File: src/hw/rtl/hfmm_pkg.sv
// Shared constants, codes and types of the value frequency histogram block.
package hfmm_pkg;

    localparam int TABLE_DEPTH = 16;
    localparam int COUNT_BITS  = 16;
    localparam int IDX_BITS    = (TABLE_DEPTH > 1) ? $clog2(TABLE_DEPTH) : 1;
    localparam int USED_BITS   = $clog2(TABLE_DEPTH + 1);

    localparam logic [COUNT_BITS-1:0] COUNT_MAX = {COUNT_BITS{1'b1}};
    localparam logic [COUNT_BITS-1:0] COUNT_ONE = COUNT_BITS'(1);

    localparam logic [1:0] KIND_LIST = 2'd0;
    localparam logic [1:0] KIND_HIGH = 2'd1;
    localparam logic [1:0] KIND_LOW  = 2'd2;

    typedef enum logic [3:0] {
        ST_COLLECT = 4'b0001,
        ST_LIST    = 4'b0010,
        ST_HIGH    = 4'b0100,
        ST_LOW     = 4'b1000
    } state_t;

    // Control broadcast from the sequencer to every cell.
    typedef struct packed {
        logic        absorb;
        logic        rotate;
        logic [31:0] value;
    } cell_ctl_t;

endpackage

File: src/hw/rtl/hfmm_cell.sv
// One table cell: a stored key and its saturating count, linked into a ring.
module hfmm_cell (
    input  logic                           clk,
    input  hfmm_pkg::cell_ctl_t            ctl,
    input  logic                           occupied,
    input  logic                           alloc,
    input  logic [31:0]                    key_in,
    input  logic [hfmm_pkg::COUNT_BITS-1:0] count_in,
    output logic [31:0]                    key,
    output logic [hfmm_pkg::COUNT_BITS-1:0] count,
    output logic                           match
);

    logic [31:0]                     key_reg;
    logic [31:0]                     key_next;
    logic [hfmm_pkg::COUNT_BITS-1:0] count_reg;
    logic [hfmm_pkg::COUNT_BITS-1:0] count_next;

    assign match = occupied && (key_reg == ctl.value);
    assign key   = key_reg;
    assign count = count_reg;

    always_comb
    begin
        key_next   = key_reg;
        count_next = count_reg;
        if (ctl.rotate)
        begin
            key_next   = key_in;
            count_next = count_in;
        end
        else if (ctl.absorb)
        begin
            if (alloc)
            begin
                key_next   = ctl.value;
                count_next = hfmm_pkg::COUNT_ONE;
            end
            else if (match && (count_reg != hfmm_pkg::COUNT_MAX))
            begin
                count_next = count_reg + hfmm_pkg::COUNT_ONE;
            end
        end
    end

    always_ff @(posedge clk)
    begin
        key_reg   <= key_next;
        count_reg <= count_next;
    end

endmodule

File: src/hw/rtl/frequency_histogram_min_max.sv
// Top level of the value frequency histogram with highest- and lowest-count report.
//
// The block takes a data set of signed 32-bit values, one word per cycle, with
// tlast on the last value. Each value is compared against every table cell at
// once; a match bumps that cell's count (saturating at 2^COUNT_BITS-1), and a
// new value takes the first free cell. When the table is full, new values are
// dropped and the overflow flag of the report is set. After the last value the
// block stops accepting words and rotates the ring of cells past the head cell
// three times, one full turn of TABLE_DEPTH cells per pass, and pauses while
// the output is stalled. The first pass lists every value with its count
// (tuser 0) and finds the highest and lowest count, the second lists the
// values with the highest count (tuser 1), the third those with the lowest
// count (tuser 2), each in order of first appearance; tlast marks the final
// word of the report. The table then empties and collection resumes. The
// output word sits in its own register, so the last report word may still
// wait while the next data set is already being taken.
module frequency_histogram_min_max (
    input  logic        clk,
    input  logic        rst_n,
    input  logic        s_axis_tvalid,
    output logic        s_axis_tready,
    input  logic [31:0] s_axis_tdata,   // [31:0] value
    input  logic        s_axis_tlast,   // final_item
    output logic        m_axis_tvalid,
    input  logic        m_axis_tready,
    output logic [55:0] m_axis_tdata,   // [31:0] element, [47:32] count, [48] overflow
    output logic [1:0]  m_axis_tuser,   // [1:0] kind
    output logic        m_axis_tlast    // final_result
);

    localparam int DEPTH = hfmm_pkg::TABLE_DEPTH;
    localparam int CB    = hfmm_pkg::COUNT_BITS;
    localparam int IB    = hfmm_pkg::IDX_BITS;
    localparam int UB    = hfmm_pkg::USED_BITS;

    hfmm_pkg::state_t state_reg, state_next;
    logic [UB-1:0]    used_reg, used_next;
    logic             overflow_reg, overflow_next;
    logic [IB-1:0]    pos_reg, pos_next;
    logic [IB-1:0]    last_lo_reg, last_lo_next;
    logic [CB-1:0]    hi_reg, hi_next;
    logic [CB-1:0]    lo_reg, lo_next;

    logic             out_valid_reg, out_valid_next;
    logic [31:0]      out_elem_reg;
    logic [CB-1:0]    out_count_reg;
    logic             out_ovf_reg;
    logic [1:0]       out_kind_reg;
    logic             out_last_reg;

    hfmm_pkg::cell_ctl_t ctl;
    logic [DEPTH-1:0]    occ;
    logic [DEPTH-1:0]    alloc;
    logic [DEPTH-1:0]    match;
    logic [31:0]         keys   [DEPTH];
    logic [CB-1:0]       counts [DEPTH];

    logic          accept;
    logic          any_match;
    logic          head_valid;
    logic          emit;
    logic          advance;
    logic          wrap;
    logic [31:0]   head_key;
    logic [CB-1:0] head_count;
    logic [31:0]   count_wide;

    assign s_axis_tready = (state_reg == hfmm_pkg::ST_COLLECT);
    assign accept        = s_axis_tvalid && s_axis_tready;
    assign any_match     = |match;

    assign ctl.absorb = accept;
    assign ctl.rotate = (state_reg != hfmm_pkg::ST_COLLECT) && advance;
    assign ctl.value  = s_axis_tdata;

    // Cells fill in order, so the fill count tells which are in use, and a
    // new value goes to the cell just past the last used one.
    genvar gi;
    generate
        for (gi = 0; gi < DEPTH; gi++)
        begin : g_cell
            assign occ[gi] = (used_reg > UB'(gi));
            if (gi == 0)
            begin : g_head
                assign alloc[gi] = !any_match && !occ[gi];
            end
            else
            begin : g_body
                assign alloc[gi] = !any_match && !occ[gi] && occ[gi-1];
            end

            hfmm_cell u_cell (
                .clk      (clk),
                .ctl      (ctl),
                .occupied (occ[gi]),
                .alloc    (alloc[gi]),
                .key_in   (keys[(gi + 1) % DEPTH]),
                .count_in (counts[(gi + 1) % DEPTH]),
                .key      (keys[gi]),
                .count    (counts[gi]),
                .match    (match[gi])
            );
        end
    endgenerate

    // During a report the entry at position pos_reg of the table sits in cell 0.
    assign head_key   = keys[0];
    assign head_count = counts[0];
    assign head_valid = (UB'(pos_reg) < used_reg);
    assign wrap       = (pos_reg == IB'(DEPTH - 1));

    always_comb
    begin
        case (state_reg)
            hfmm_pkg::ST_LIST: emit = head_valid;
            hfmm_pkg::ST_HIGH: emit = head_valid && (head_count == hi_reg);
            hfmm_pkg::ST_LOW:  emit = head_valid && (head_count == lo_reg);
            default:           emit = 1'b0;
        endcase
    end

    assign advance = !emit || !out_valid_reg || m_axis_tready;

    always_comb
    begin
        state_next     = state_reg;
        used_next      = used_reg;
        overflow_next  = overflow_reg;
        pos_next       = pos_reg;
        last_lo_next   = last_lo_reg;
        hi_next        = hi_reg;
        lo_next        = lo_reg;
        out_valid_next = out_valid_reg && !m_axis_tready;
        if (emit && advance)
        begin
            out_valid_next = 1'b1;
        end

        case (state_reg)
            hfmm_pkg::ST_COLLECT:
            begin
                if (accept)
                begin
                    if (|alloc)
                    begin
                        used_next = used_reg + UB'(1);
                    end
                    else if (!any_match)
                    begin
                        overflow_next = 1'b1;
                    end
                    if (s_axis_tlast)
                    begin
                        state_next = hfmm_pkg::ST_LIST;
                        pos_next   = '0;
                    end
                end
            end
            hfmm_pkg::ST_LIST:
            begin
                if (advance)
                begin
                    if (head_valid)
                    begin
                        if (pos_reg == '0)
                        begin
                            hi_next = head_count;
                            lo_next = head_count;
                        end
                        else
                        begin
                            if (head_count > hi_reg)
                            begin
                                hi_next = head_count;
                            end
                            if (head_count < lo_reg)
                            begin
                                lo_next = head_count;
                            end
                        end
                    end
                    pos_next = wrap ? '0 : pos_reg + IB'(1);
                    if (wrap)
                    begin
                        state_next = hfmm_pkg::ST_HIGH;
                    end
                end
            end
            hfmm_pkg::ST_HIGH:
            begin
                if (advance)
                begin
                    // Find where the lowest-count run ends so tlast can be set.
                    if (head_valid && (head_count == lo_reg))
                    begin
                        last_lo_next = pos_reg;
                    end
                    pos_next = wrap ? '0 : pos_reg + IB'(1);
                    if (wrap)
                    begin
                        state_next = hfmm_pkg::ST_LOW;
                    end
                end
            end
            hfmm_pkg::ST_LOW:
            begin
                if (advance)
                begin
                    pos_next = wrap ? '0 : pos_reg + IB'(1);
                    if (wrap)
                    begin
                        state_next    = hfmm_pkg::ST_COLLECT;
                        used_next     = '0;
                        overflow_next = 1'b0;
                    end
                end
            end
            default:
            begin
                state_next = hfmm_pkg::ST_COLLECT;
            end
        endcase
    end

    always_ff @(posedge clk or negedge rst_n)
    begin
        if (!rst_n)
        begin
            state_reg     <= hfmm_pkg::ST_COLLECT;
            used_reg      <= '0;
            overflow_reg  <= 1'b0;
            pos_reg       <= '0;
            out_valid_reg <= 1'b0;
        end
        else
        begin
            state_reg     <= state_next;
            used_reg      <= used_next;
            overflow_reg  <= overflow_next;
            pos_reg       <= pos_next;
            out_valid_reg <= out_valid_next;
        end
    end

    always_ff @(posedge clk)
    begin
        last_lo_reg <= last_lo_next;
        hi_reg      <= hi_next;
        lo_reg      <= lo_next;
        if (emit && advance)
        begin
            out_elem_reg  <= head_key;
            out_count_reg <= head_count;
            out_ovf_reg   <= overflow_reg;
            case (state_reg)
                hfmm_pkg::ST_HIGH: out_kind_reg <= hfmm_pkg::KIND_HIGH;
                hfmm_pkg::ST_LOW:  out_kind_reg <= hfmm_pkg::KIND_LOW;
                default:           out_kind_reg <= hfmm_pkg::KIND_LIST;
            endcase
            out_last_reg <= (state_reg == hfmm_pkg::ST_LOW) && (pos_reg == last_lo_reg);
        end
    end

    // The reported count is the low 16 bits of the stored count.
    assign count_wide    = 32'(out_count_reg);
    assign m_axis_tvalid = out_valid_reg;
    assign m_axis_tdata  = {7'b0, out_ovf_reg, count_wide[15:0], out_elem_reg};
    assign m_axis_tuser  = out_kind_reg;
    assign m_axis_tlast  = out_last_reg;

    // While a report runs the ring is rotated, so stale keys of earlier data
    // sets can sit in the cells marked in use; matches only count in collection.
`ifndef SYNTHESIS
    a_used_bound: assert property (@(posedge clk) disable iff (!rst_n)
        used_reg <= UB'(DEPTH))
        else $error("fill count exceeds table depth");

    a_one_match: assert property (@(posedge clk) disable iff (!rst_n)
        s_axis_tready |-> $onehot0(match))
        else $error("value stored in more than one cell");

    a_one_alloc: assert property (@(posedge clk) disable iff (!rst_n)
        s_axis_tready |-> $onehot0(alloc))
        else $error("more than one cell claimed for a new value");

    a_ovf_full: assert property (@(posedge clk) disable iff (!rst_n)
        overflow_reg |-> (used_reg == UB'(DEPTH)))
        else $error("overflow flagged while table not full");

    a_last_kind: assert property (@(posedge clk) disable iff (!rst_n)
        (m_axis_tvalid && m_axis_tlast) |-> (m_axis_tuser == hfmm_pkg::KIND_LOW))
        else $error("report ended outside the lowest-count run");
`endif

endmodule

File: config.mk
export PLATFORM = sky130hd
export DESIGN_NAME = frequency_histogram_min_max
export DESIGN_NICKNAME = d
export VERILOG_FILES = /design/src/hw/rtl/hfmm_pkg.sv /design/src/hw/rtl/hfmm_cell.sv /design/src/hw/rtl/frequency_histogram_min_max.sv
export SDC_FILE = /design/constraint.sdc
export NUM_CORES = 2
export LEC_CHECK = 0
export ABC_AREA = 1
export BUFFER_PORTS_ARGS = -buffer_cell sky130_fd_sc_hd__buf_2
export CORE_ASPECT_RATIO = 1.4
export CORE_MARGIN = 2
export CORE_UTILIZATION = 53
export CTS_BUF_LIST = sky130_fd_sc_hd__clkbuf_2 sky130_fd_sc_hd__clkbuf_4 sky130_fd_sc_hd__clkbuf_8
export DETAILED_ROUTE_END_ITERATION = 10
export GPL_TIMING_DRIVEN = 1
export PLACE_DENSITY_LB_ADDON = 0.12
export SLEW_MARGIN = 20
export SYNTH_ARGS = -nofsm -noshare
export SYNTH_HDL_FRONTEND = slang
export SYNTH_HIERARCHICAL = 1
export SYNTH_SLANG_ARGS = --single-unit
File: constraint.sdc
create_clock -name clk -period 5.3 [get_ports clk]
set_input_delay 0.265 -clock clk [delete_from_list [all_inputs] [get_ports clk]]
set_output_delay 0.265 -clock clk [all_outputs]
set_load 0.02 [all_outputs]
### Yosys cells after proc, flatten, opt, wreduce, memory -nomap -nowiden

Cells that the tools add are included.

| word-level totals | value |
|---|---|
| bits in registers | 871 |

| operators by class | value |
|---|---|
| add/subtract/negate cells | 18 |
| $lt $le $gt $ge | 19 |
| eq/ne operators | 53 |
| muxes and demuxes | 144 |
| reductions and logical operators | 172 |

Operator list:

| kind | number |
|---|---|
| $mux 32 | 48 |
| $mux 16 | 68 |
| $eq 32x32->1 | 16 |
| $add 16x1->16 const B | 16 |
| $ne 16x16->1 const B | 16 |
| $logic_and 1x1->1 | 70 |
| $reduce_and 2->1 | 32 |
| $mux 4 | 12 |
| $reduce_bool 3->1 | 16 |
| $reduce_bool 2->1 | 21 |
| $gt 5x4->1 const B | 8 |
| $eq 16x16->1 | 2 |
| $reduce_or 16->1 | 2 |
| $gt 5x3->1 const B | 4 |
| $logic_not 1->1 | 20 |
| $mux 5 | 4 |
| $gt 16x16->1 | 1 |
| $lt 16x16->1 | 1 |
| $ne 2x2->1 const B | 8 |
| $pmux 4 s4 | 1 |
| $reduce_and 4->1 | 3 |
| $gt 5x1->1 const B | 2 |
| $gt 5x2->1 const B | 2 |
| $pmux 5 s2 | 1 |
| 22 further kinds | 32 |

### Logic depth before layout (Yosys ltp)

| logic depth | value |
|---|---|
| depth after elaboration | 10 |
| depth in mapped cells | 24 |

### Modules after synthesis

The synthesis kept the hierarchy.

Modules (own cells, without submodules):

| module | instances | cells each | area each (um2) | seq. area each (um2) |
|---|---|---|---|---|
| hfmm_cell (g_cell[0].u_cell ...) | 15 | 433 | 3143.0 | 1441.4 |
| frequency_histogram_min_max | 1 | 495 | 5203.7 | 3019.1 |
| hfmm_cell (g_cell[9].u_cell) | 1 | 435 | 3144.3 | 1441.4 |

### Least setup slack after synthesis

No wires, ideal clock.

| path | value |
|---|---|
| path kind | reg-to-reg |
| start | register used_reg[1] |
| end | register g_cell[11].u_cell.count_reg (netlist bit g_cell[11].u_cell/count[0]), enable pin |
| data arrival time | 4.312 ns |
| required time | 4.928 ns |
| path slack | 0.617 ns |
| cell stages (with the launch flop) | 20 |
| buffers on the path | 1 |
| period minus slack after synthesis | 4.683 ns |
| cells stage by stage | dfrtp_1 -> inv_1 -> ha_1 -> inv_1 -> nor3_1 -> nor2_1 -> nand4_1 -> nor3b_1 -> nand3_1 -> nor2_1 -> nor2_1 -> nand2_1 -> nor2_1 -> nand2_1 -> clkbuf_1 -> nor3_1 -> nor2_1 -> nor2_1 -> inv_1 -> nand2_1 |

RTL lines:

| what | line | source |
|---|---|---|
| from (decl) | frequency_histogram_min_max.sv:37 | `logic [UB-1:0] used_reg, used_next;` |
| from (signal assigned) | frequency_histogram_min_max.sv:238 | `used_reg <= used_next;` |
| $gt 5x4->1 | frequency_histogram_min_max.sv:82 | `assign occ[gi] = (used_reg > UB'(gi));` |
| via occ[13] | frequency_histogram_min_max.sv:52 | `logic [DEPTH-1:0] occ;` |
| $logic_and 1x1->1 | hfmm_cell.sv:19 | `assign match = occupied && (key_reg == ctl.value);` |
| via match[13] | frequency_histogram_min_max.sv:54 | `logic [DEPTH-1:0] match;` |
| $reduce_or 16->1 | frequency_histogram_min_max.sv:70 | `assign any_match = \|match;` |
| $logic_not 1->1 | - |  |
| $logic_and 1x1->1 (2 in series) | frequency_histogram_min_max.sv:89 | `assign alloc[gi] = !any_match && !occ[gi] && occ[gi-1];` |
| via alloc[11] | frequency_histogram_min_max.sv:53 | `logic [DEPTH-1:0] alloc;` |
| $reduce_bool 3->1 (no line) | - |  |
| $reduce_and 2->1 (no line) | - |  |
| to (signal assigned) | hfmm_cell.sv:49 | `count_reg <= count_next;` |
| to (decl) | hfmm_cell.sv:16 | `logic [hfmm_pkg::COUNT_BITS-1:0] count_reg;` |

The timed path passes the listed nets, and every way through them passes these cells.
A chain may end at the register's enable or synchronous reset.

### Worst setup path after layout

| path | value |
|---|---|
| start | register used_reg[0] |
| end | register g_cell[5].u_cell.count_reg (netlist bit g_cell[5].u_cell/count[6]), enable pin |

RTL lines:

| what | line |
|---|---|
| $gt 5x4->1 | frequency_histogram_min_max.sv:82 |
| via occ[11] | frequency_histogram_min_max.sv:52 |
| $logic_and 1x1->1 | hfmm_cell.sv:19 |
| via match[11] | frequency_histogram_min_max.sv:54 |
| $reduce_or 16->1 | frequency_histogram_min_max.sv:70 |
| $logic_not 1->1 | - |
| $logic_and 1x1->1 (2 in series) | frequency_histogram_min_max.sv:89 |
| via alloc[5] | frequency_histogram_min_max.sv:53 |
| $reduce_bool 3->1 (no line) | - |
| $reduce_and 2->1 (no line) | - |
| to (signal assigned) | hfmm_cell.sv:49 |
| to (decl) | hfmm_cell.sv:16 |

The timed path passes the listed nets, and every way through them passes these cells.

==> key figures <==
Outcome
  – Status: complete, no violations

Logic synthesis
  – Adder-cell area share of the yosys netlist: 0.01308
  – Top cells by count, synth: nand2_1, inv_1, edfxtp_1
  – Largest family of logic cells by synthesized area: simple AND/OR/NAND/NOR gates
  – Cells after Synth: 7,425
  – Ys flop type: edfxtp_1
  – Asr flop ratio synth: 0.01722
  – Mux cell area share after synthesis: 0
  – Syn_area_per_cell: 7.474 um2
  – Yosys cell types: 47
  – Post-Synth XOR/XNOR Area: 0.01121
  – EDFF count, synth: 856
  – Synth Cell Area: 55,490 um2
  – Sequential-to-total area share from yosys stat: 0.4700
  – Synth Register Bits: 871
  – Leading area contributor after synthesis: edfxtp_1
  – Top cells by area, synth: edfxtp_1, nand2_1, inv_1
  – Synth top area share: 0.4632
  – Post-Synth Simple-Gate Area: 0.3090
  – Yosys Warn Count: 6
  – Top-count cell post-synth: nand2_1
  – Compound-Gate Fraction of Synth Area: 0.09679

Setup path
  – Crit-path cells: ha_1 -> inv_1 -> nor3_1 -> nor2_1 -> nand4_1 -> nor3b_1 -> nand3_1 -> nor2_1 -> nor2_1 -> nand2_1 -> nor2_1 -> nand2_1 -> buf_4 -> nor3_1 -> nor2_1 -> nor2_2 -> inv_1 -> nand2_1
  – Reg2reg path depth: 18
  – Most used cell, CP: nor2_1
  – Crit path max fanout: 16
  – CP required: 5.78 ns
  – CP delay by family, top: simple AND/OR/NAND/NOR gates
  – WP depth: 18
  – CP max stage cell: dfrtp_1
  – Setup CP Type: register to register
  – Worst Setup Start Kind: register
  – Worst setup EP type: register
  – CP peak stage delay: 0.57 ns
  – Worst Path Arrival: 5.19 ns
  – Critical path buffers and inverters: 3

Placed design
  – Post-Place Cell Area: 58,140 um2
  – I/O Buffers: 90
  – DP HPWL: 148.9 mm
  – Gp weighted congestion: 1.038

Worst hold path
  – Hold depth: 3
  – Hold Path Class: input port to register

Route
  – Uppermost routed layer: met5
  – DR DRC count: 0
  – M1 wire length: 74.55 mm
  – Routed wire length: 198.9 mm
  – Vias post-DR: 50,500
  – Antenna Violating Nets Remaining: 0
  – Via density: 5.540
  – DR WL met2: 93.57 mm
  – Met3 WL: 13.85 mm
  – Routed WL per cell: 21.82 um
  – DRT Pass-1 Iters: 6
  – DRT iter0 DRCs: 5,219

Timing
  – Worst Skew: 0.04958 ns
  – Headroom to the max-slew limit: 0.1837
  – Final worst path period need: 4.704 ns
  – RSZ-0062 raised after global routing: false
  – Hold Vio Cnt, Final: 0
  – Final setup viols: 0
  – Highest clock rate: 212.6 MHz
  – Final period util: 0.8875
  – Setup_tns: 0 ns
  – Max Slew Vio Count: 0
  – Worst-Margin Slew: 1.224 ns

Global routing
  – Gr ovfl total: 0
  – Vias in the first global route: 48,320
  – GRT Util Overall: 0.3654
  – Initial antenna violation count: 4
  – First-pass GRT wire length: 292.8 mm
  – Largest net degree at the start of global routing: 140

Run
  – Maxcap violations: 0

Die
  – Core Region: 103,900 um2
  – Die Ht: 386.9 um
  – Die X-Extent: 277.5 um
  – Site Rows: 140
  – Die area: 107,300 um2
  – Initial Util: 0.5342
  – Number of I/O pins: 98

Clock tree
  – Cts bufs inserted: 147
  – CTS tree: built
  – Post-CTS setup buffer count: 0
  – Clock Sinks: 871
  – Clock transition at path regs: 0.06 ns
  – Root Buffer: clkbuf_8
  – Worst skew pair latency: 0.89 ns
  – Bufs on Longest Clock Path: 3
  – H-tree levels: 4

Power
  – LEAKAGE: 29.05 nW
  – VDD IR max: 465.4 uV
  – Sequential Power Share: 0.405
  – Clock share of power: 0.137
  – Pwr dens: 743.7 nW/um2
  – Int Pwr: 23.67 mW
  – NetSw: 21.85 mW
  – Combinational share of power: 0.458
  – Switching Share: 0.4800

Final layout
  – Share of cells above drive strength 1: 0.09955
  – P&R area growth vs syn: 10.29%
  – Design area: 61,200 um2
  – Nets: 7,746
  – Max FFs per register: 512
  – FILL cells: 9,888
-- repair_timing --
item	4_1_cts	5_1_grt
gates resized for setup	0	0
endpoints found under the hold margin	73	0
hold buffers	13	0
-- logic make-up (layout without fill, tap and decap cells) --
group | Yosys count | after routing
DFF | 871 | 871
buffers and inverters | 1425 | 1759
xor gates and xnor gates | 71 | 71
AOI/OAI and AO/OA | 992 | 992
and+or+nand+nor | 4007 | 4007
other | 1 | 9
adders and majority gates | 58 | 58
-- area by class of cell --
| type | instances | area [um2] | area share |
|---|---|---|---|
| diodes | 2 | 5.005 | 0.00008177 |
| clock buffers | 193 | 2387 | 0.03901 |
| clock inverters | 70 | 540.5 | 0.008831 |
| inverters | 1252 | 4700 | 0.07678 |
| multi-input cells | 5135 | 23960 | 0.3915 |
| flip-flops and latches | 871 | 26080 | 0.4261 |
| well taps | 1349 | 1688 | 0.02758 |
| repair buffers | 244 | 1839 | 0.03005 |
-- tightest hold or removal path: stages --
cell and delay, ns:
buf_2 0.30, inv_1 0.15, o21ai_0 0.08
-- power groups by stage --
stage	Clock [mW]	Combinational (mW)	Sequential [mW]
after global placement	0	20.2	18.3
final	6.25	20.8	18.4
after detailed placement	0	20.5	18.3
after global routing	6.63	23.1	18.8
after floorplan	0	13.9	16.8
after CTS	6.36	20.6	18.3
-- metal layers --
| metal | up-vias | GRT usage |
|---|---|---|
| met5 | - | 0 |
| met4 | 4 | 0.2721 |
| li1 | 24260 | - |
| met3 | 650 | 0.05272 |
| met2 | 2235 | 0.6080 |
| met1 | 23350 | 0.4296 |
-- metrics by stage --
stage / total power, mW / setup WS [ns] / util / cells / hold slack (ns)
6_report: 45.52 / 0.5963 / 0.5892 / 9116 / 0.1010
5_1_grt: 48.49 / 0.3790 / 0.5892 / 9115 / 0.05321
4_1_cts: 45.22 / 0.6704 / 0.5892 / 9114 / 0.004870
3_5_place_dp: 38.82 / 0.6063 / 0.5597 / 8838 / 0.2329
3_3_place_gp: 38.49 / 0.5918 / 0.5597 / 8838 / 0.2344
2_1_floorplan: 30.66 / 0.6165 / - / 7431 / -0.03059
-- path summary, 6_finish.rpt --
check | from | endpoint | slack, ns
min in group asynchronous | rst_n | state_reg[0] | 0.47
max in group asynchronous | rst_n | used_reg[0] | 3.51
min reg2reg | overflow_reg | out_ovf_reg | 0.48
min | s_axis_tdata[6] | g_cell[7].u_cell/key[6] | 0.10
max | used_reg[0] | g_cell[5].u_cell/count[6] | 0.60
max reg2reg | used_reg[0] | g_cell[5].u_cell/count[6] | 0.60
-- cells in the final DEF (no fill, tap or decap), types with 17 or more instances in the layout --
master	Yosys	final
nand4_1	143	143
o21bai_1	17	17
a211oi_1	17	17
buf_2	63	90
or2_2	77	77
edfxtp_1	856	856
o21ai_1	98	98
nand2_2	72	72
nor2_4	48	53
nand3_1	226	226
clkbuf_8	0	150
a21oi_1	85	85
xnor2_1	66	66
clkbuf_4	0	43
ha_1	58	58
inv_2	24	24
o31ai_1	17	17
nand2_1	2487	2487
clkinv_1	0	37
inv_1	1228	1228
nor3_1	77	77
nor3b_1	30	30
nand3_2	33	33
o21ai_0	686	686
nor3_2	18	18
nor2_1	755	736
buf_4	25	125
Power figures use the tool's default switching activity.
